<file path="src/rtl/axmix_pkg.sv">
// Shared types and constants for the axis-to-joint mixer.
// Used by axmix_ctrl, axmix_dp and the top level; no dependencies.
`timescale 1ns / 1ps

package axmix_pkg;

    localparam int JOINTS   = 4;
    localparam int AXES     = 6;
    localparam int JIDX_W   = (JOINTS > 1) ? $clog2(JOINTS) : 1;
    localparam int AX_W     = $clog2(AXES);
    localparam int ENTRIES  = AXES * JOINTS;
    localparam int TIDX_W   = (ENTRIES > 1) ? $clog2(ENTRIES) : 1;
    localparam int TICK_W   = 20;
    localparam int TOL_W    = 31;
    localparam int CFG_W    = 31;
    // accumulator holds the exact sum of AXES saturated terms
    localparam int ACC_W    = 32 + $clog2(AXES) + 1;

    localparam logic [TOL_W-1:0]  TOL_RESET     = TOL_W'(655);
    localparam logic [TICK_W-1:0] TIMEOUT_RESET = TICK_W'(1000);
    localparam logic [TICK_W-1:0] TICK_MAX      = {TICK_W{1'b1}};

    // configuration register indexes
    localparam logic CFG_TOL     = 1'b0;
    localparam logic CFG_TIMEOUT = 1'b1;

    typedef enum logic [1:0] {
        CMD_LOAD   = 2'd0,
        CMD_REPORT = 2'd1,
        CMD_TICK   = 2'd2
    } cmd_t;

    typedef enum logic [1:0] {
        KIND_POS   = 2'd0,
        KIND_VEL   = 2'd1,
        KIND_FLAG  = 2'd2,
        KIND_SPEED = 2'd3
    } word_kind_t;

    typedef enum logic [1:0] {
        MSEL_SPEED = 2'd0,
        MSEL_VEL   = 2'd1,
        MSEL_POS   = 2'd2
    } mul_sel_t;

    typedef enum logic [3:0] {
        ST_IDLE,
        ST_VMUL1,
        ST_VRND1,
        ST_VMUL2,
        ST_VRND2,
        ST_VOUT,
        ST_PMUL,
        ST_PRND,
        ST_PTGT,
        ST_CHK
    } state_t;

    typedef struct packed {
        logic [1:0]            cmd;
        logic [2:0]            axis_sel;
        logic [1:0]            joint_sel;
        word_kind_t            word_kind;
        logic [31:0]           word;
        logic                  mode;
        logic [AXES-1:0][31:0] axis_value;
    } in_beat_t;

    typedef struct packed {
        logic              capture;
        logic              clr_acc;
        logic              mul_en;
        mul_sel_t          mul_sel;
        logic              rnd_to_q;
        logic              rnd_to_acc;
        logic              tgt_load;
        logic              out_load;
        logic              last;
        logic [AX_W-1:0]   axis;
        logic [JIDX_W-1:0] joint;
    } ctrl_cmd_t;

    typedef struct packed {
        logic pending;
        logic out_free;
    } dp_status_t;

endpackage

</file>
<file path="src/rtl/axmix_ctrl.sv">
// Sequencer for the mixer: walks joints and axes through the shared MAC.
// Depends on axmix_pkg; drives axmix_dp through ctrl_cmd_t.
`timescale 1ns / 1ps

module axmix_ctrl (
    input  logic                  aclk,
    input  logic                  aresetn,
    input  logic                  s_valid,
    output logic                  s_ready,
    input  logic [1:0]            beat_cmd,
    input  logic                  beat_mode,
    input  axmix_pkg::dp_status_t status,
    output axmix_pkg::ctrl_cmd_t  cmd
);
    import axmix_pkg::*;

    state_t            state_reg, state_next;
    logic [AX_W-1:0]   axis_reg, axis_next;
    logic [JIDX_W-1:0] joint_reg, joint_next;
    logic              axis_last, joint_last, accept;

    assign axis_last  = (axis_reg == AX_W'(AXES - 1));
    assign joint_last = (joint_reg == JIDX_W'(JOINTS - 1));

    always_ff @(posedge aclk) begin
        if (!aresetn) begin
            state_reg <= ST_IDLE;
            axis_reg  <= '0;
            joint_reg <= '0;
        end else begin
            state_reg <= state_next;
            axis_reg  <= axis_next;
            joint_reg <= joint_next;
        end
    end

    always_comb begin
        state_next     = state_reg;
        axis_next      = axis_reg;
        joint_next     = joint_reg;
        s_ready        = (state_reg == ST_IDLE);
        accept         = s_valid && s_ready;
        cmd            = '0;
        cmd.mul_sel    = MSEL_SPEED;
        cmd.axis       = axis_reg;
        cmd.joint      = joint_reg;
        cmd.last       = joint_last;
        cmd.capture    = accept;

        unique case (state_reg)
            ST_IDLE: begin
                axis_next  = '0;
                joint_next = '0;
                if (accept && beat_cmd == CMD_TICK) begin
                    cmd.clr_acc = 1'b1;
                    if (!beat_mode)
                        state_next = ST_VMUL1;
                    else if (status.pending)
                        state_next = ST_PMUL;
                    else
                        state_next = ST_CHK;
                end
            end
            ST_VMUL1: begin
                cmd.mul_en  = 1'b1;
                cmd.mul_sel = MSEL_SPEED;
                state_next  = ST_VRND1;
            end
            ST_VRND1: begin
                cmd.rnd_to_q = 1'b1;
                state_next   = ST_VMUL2;
            end
            ST_VMUL2: begin
                cmd.mul_en  = 1'b1;
                cmd.mul_sel = MSEL_VEL;
                state_next  = ST_VRND2;
            end
            ST_VRND2: begin
                cmd.rnd_to_acc = 1'b1;
                if (axis_last) begin
                    state_next = ST_VOUT;
                end else begin
                    axis_next  = axis_reg + 1'b1;
                    state_next = ST_VMUL1;
                end
            end
            ST_VOUT: begin
                // hold until the output register can take the beat
                if (status.out_free) begin
                    cmd.out_load = 1'b1;
                    cmd.clr_acc  = 1'b1;
                    axis_next    = '0;
                    if (joint_last) begin
                        state_next = ST_IDLE;
                    end else begin
                        joint_next = joint_reg + 1'b1;
                        state_next = ST_VMUL1;
                    end
                end
            end
            ST_PMUL: begin
                cmd.mul_en  = 1'b1;
                cmd.mul_sel = MSEL_POS;
                state_next  = ST_PRND;
            end
            ST_PRND: begin
                cmd.rnd_to_acc = 1'b1;
                if (axis_last) begin
                    state_next = ST_PTGT;
                end else begin
                    axis_next  = axis_reg + 1'b1;
                    state_next = ST_PMUL;
                end
            end
            ST_PTGT: begin
                cmd.tgt_load = 1'b1;
                cmd.clr_acc  = 1'b1;
                axis_next    = '0;
                if (joint_last) begin
                    joint_next = '0;
                    state_next = ST_CHK;
                end else begin
                    joint_next = joint_reg + 1'b1;
                    state_next = ST_PMUL;
                end
            end
            ST_CHK: begin
                if (status.out_free) begin
                    cmd.out_load = 1'b1;
                    if (joint_last) begin
                        state_next = ST_IDLE;
                    end else begin
                        joint_next = joint_reg + 1'b1;
                    end
                end
            end
            default: begin
                state_next = ST_IDLE;
            end
        endcase
    end

endmodule

</file>
<file path="config.mk">
export PLATFORM = sky130hd
export DESIGN_NAME = axmix_ctrl
export DESIGN_NICKNAME = d
export VERILOG_FILES = /design/src/rtl/axmix_pkg.sv /design/src/rtl/axmix_ctrl.sv
export SDC_FILE = /design/constraint.sdc
export NUM_CORES = 1
export LEC_CHECK = 0
export BUFFER_PORTS_ARGS = -buffer_cell sky130_fd_sc_hd__buf_4
export CAP_MARGIN = 10
export CORE_MARGIN = 1.5
export CORE_UTILIZATION = 40
export CTS_CLUSTER_DIAMETER = 80
export CTS_CLUSTER_SIZE = 40
export DETAILED_ROUTE_END_ITERATION = 8
export PLACE_DENSITY_LB_ADDON = 0.1
export SETUP_SLACK_MARGIN = 0.4
export SYNTH_ARGS = -nofsm -noshare
export SYNTH_HDL_FRONTEND = slang
export SYNTH_SLANG_ARGS = --single-unit
export TNS_END_PERCENT = 50
</file>
<file path="constraint.sdc">
create_clock -name aclk -period 1.89 [get_ports aclk]
set_input_delay 0.2835 -clock aclk [delete_from_list [all_inputs] [get_ports aclk]]
set_output_delay 0.2835 -clock aclk [all_outputs]
set_load 0.02 [all_outputs]
</file>
==> summary.md <==
| Metric | Value |
|---|---|
| Maximum root-to-sink buffer count | `2` |
| DPL Wire Length | `1610 um` |
| Die H | `48.5 um` |
| Syn_area_per_cell | `7.96 um^2` |
| Netlist cell types | `44` |
| Port Buffers | `23` |
| Cell Rows | `16` |
| Worst EP arrival | `1.33 ns` |
| CP startpoint kind | `flop` |
| Fmax | `620 MHz` |
| Top post-synthesis cells by count | `9 x a21oi_1, 9 x dfxtp_1, 8 x nand2_1` |
| CTS tree | `yes` |
| Sw power | `0.223 mW` |
| Via count | `937` |
| I/O pins | `24` |
| Synth Register Bits | `9` |
| Fin Setup TNS | `0 ns` |
| Hold Path End | `axis_reg[2]$_SDFFE_PN0P_` |
| Ys Warns | `0` |
| Clk pwr share | `0.218` |
| Vias per cell | `5.51` |
| Core Box Area | `0.00196 mm^2` |
| CTS buffer count | `3` |
| EDFF count, synth | `0` |
| Pwr/cell area | `506 mW/mm^2` |
| DIE WIDTH | `48.5 um` |
| CTS sink count | `9` |
| Unrepaired setup endpoints after global routing | `true` |
| Final Util | `0.663` |
| Top cell type's share of synthesized area | `0.218` |
| Clk Latency, worst-skew pair | `0.25 ns` |
| Comb pwr share | `0.462` |
| Routed length per placed instance | `14.3 um` |
| CTS clk-pin slew, worst paths | `0.06 ns` |
| Critical Path Fanout Max | `5` |
| Layout cells sized above 1 | `0.510` |
| Number of global-route vias before repair | `840` |
| Type of the most critical hold path | `in -> reg` |
| Hold violation total from the final report | `0` |
| Min-delay src | `aresetn` |
| Setup ws final | `0.276 ns` |
| Reg-to-Reg End | `state_reg[3]$_SDFFE_PN0P_` |
| Largest net degree at the start of global routing | `17` |
| Sequential fraction of the synthesis area | `0.218` |
| P&R area growth vs syn | `57.1%` |
| Flop2flop setup slack | `0.35 ns` |
| Minimum clock period | `1.61 ns` |
| Diode count | `0` |
| Drt pass-1 iters | `4` |
| Dpl ws | `0.205 ns` |
| Placement-stage cell area | `0.00104 mm^2` |
| P_leak | `0.553 nW` |
| Total track usage | `0.202` |
| Final setup vio count | `0` |
| Post-route ant nets | `0` |
| Root Buffer | `clkbuf_4` |
| Initial antenna violation count | `0` |
| Synth area leaders | `dfxtp_1 22%, ha_1 6.0%, a21oi_1 5.4%, a2111o_1 4.1%, nand2b_1 3.8%` |
| Largest register FFs | `4` |
| DIE AREA | `0.00235 mm^2` |
| Worst-margin pin slew | `0.365 ns` |
| Synth Instances | `104` |
| Reg2reg path depth | `7` |
| Global-route wire length before repair | `3780 um` |
| Post-synth ARST share | `0` |
| WL final | `2440 um` |
| Max_slew headroom | `0.755` |
| Int Power | `0.435 mW` |
| Placer congestion estimate | `0.819` |
| Reg2reg start | `state_reg[2]$_SDFFE_PN0P_` |
| Drc violations | `0` |
| CTS HTree Levels | `1` |
| DR iter-0 viols | `19` |
| Filler cells | `179` |
| # placed instances | `150` |
| Area of the multi-input gates | `646 um^2` |
| Sequential power share | `0.320` |
| Register Area | `203 um^2` |
| WP data required | `1.61 ns` |
| Status | `completed` |
| Finished Layout Cells | `170` |
| Period utilization | `0.854` |
| Clk_skew | `0.00130 ns` |
| Worst vdd ir | `0.330 mV` |
| Total grt overflow | `0` |
| Final Max Slew Viols | `0` |
| Total Nets Final | `156` |
| Critical path class | `reg -> out` |
| Synth Flop Type | `dfxtp_1` |
| Worst hold path stage count | `2` |
| Critical path endpoint category | `primary output` |
| Starting Density | `0.422` |
| Worst setup path startpoint | `state_reg[2]$_SDFFE_PN0P_` |
| Yosys top cell by area | `dfxtp_1` |
| Final Cell Area | `0.00130 mm^2` |
| Syn Std Cell Area | `828 um^2` |
| Switching share of total power | `0.339` |
| Max-cap viol count | `0` |
| Mapped Nets | `116` |
-- layout by cell type, fill, tap and decap left out, drive strengths merged, types with 2 or more instances in the layout --
cell    Yosys  routed
nand2b      6       6
and2        2       2
dfxtp       9       9
inv         6       6
mux2i       2       2
a21oi      10      10
or4         2       2
nand3b      3       3
nor3        3       3
and3        2       2
a211oi      3       3
nor2        7       7
clkbuf      1       4
nand2       9       9
o31ai       2       2
nor4bb      2       2
ha          4       4
buf         7      43
o21ai       3       3
a2111o      3       3
nand3       2       2
-- layout make-up --
cell class	instances	area share
clock buffers	4	0.0202
well taps	27	0.0260
repair buffers	43	0.278
inverters	7	0.0240
multi-input cells	80	0.496
flip-flops and latches	9	0.156
-- metal layers --
layer / track usage / routed length [um] / up-vias
met4: 0.0667 / 26 / 0
met5: 0 / 0 / -
li1: - / - / 465
met2: 0.333 / 1250 / 20
met1: 0.266 / 1070 / 448
met3: 0.0401 / 91 / 4
-- worst max-delay path, cell delays in order, from the launching register on --
cell and delay (ns):
dfxtp_4 0.37, buf_6 0.13, nor4_4 0.28, and2_4 0.18
buf_6 0.11
-- power groups by stage --
stage | clock network [mW] | registers [mW] | logic, mW
2_1_floorplan | 0 | 0.209 | 0.160
3_3_place_gp | 0 | 0.226 | 0.204
3_5_place_dp | 0 | 0.226 | 0.204
6_report | 0.143 | 0.211 | 0.304
5_1_grt | 0.165 | 0.212 | 0.324
4_1_cts | 0.147 | 0.211 | 0.283
-- worst max path at each step --
stage	endpoint	slack (ns)	cells after the start
2_1_floorplan	cmd[9]	0.34	4
3_3_place_gp	joint_reg[0]$_SDFFE_PN0P_	0.21	6
3_5_place_dp	axis_reg[1]$_SDFFE_PN0P_	0.20	4
4_1_cts	cmd[14]	0.29	4
5_1_grt	cmd[14]	0.21	4
6_report	cmd[14]	0.28	4
-- repair_timing --
item / CTS / global route
pin swaps: 4 / 7
setup buffers: 13 / 3
endpoints found under the setup margin: 18 / 16
hold buffers: 0 / 0
gates resized for setup: 18 / 11
-- cell families after synthesis --
family | count (synthesis) | synth area share
flops | 9 | 0.218
fa+ha+maj | 4 | 0.0604
simple gates | 41 | 0.301
compound gates | 32 | 0.287
mux | 2 | 0.0242
buf+inv | 15 | 0.0997
xor+xnor | 1 | 0.0106
-- per-stage QoR --
stage / power, mW / hold slack [ns]
floorplan: 0.369 / 0.425
global placement: 0.430 / 0.468
detailed placement: 0.430 / 0.485
CTS: 0.641 / 0.314
global route: 0.701 / 0.306
finish: 0.658 / 0.321
Power figures use the tool's default switching activity.
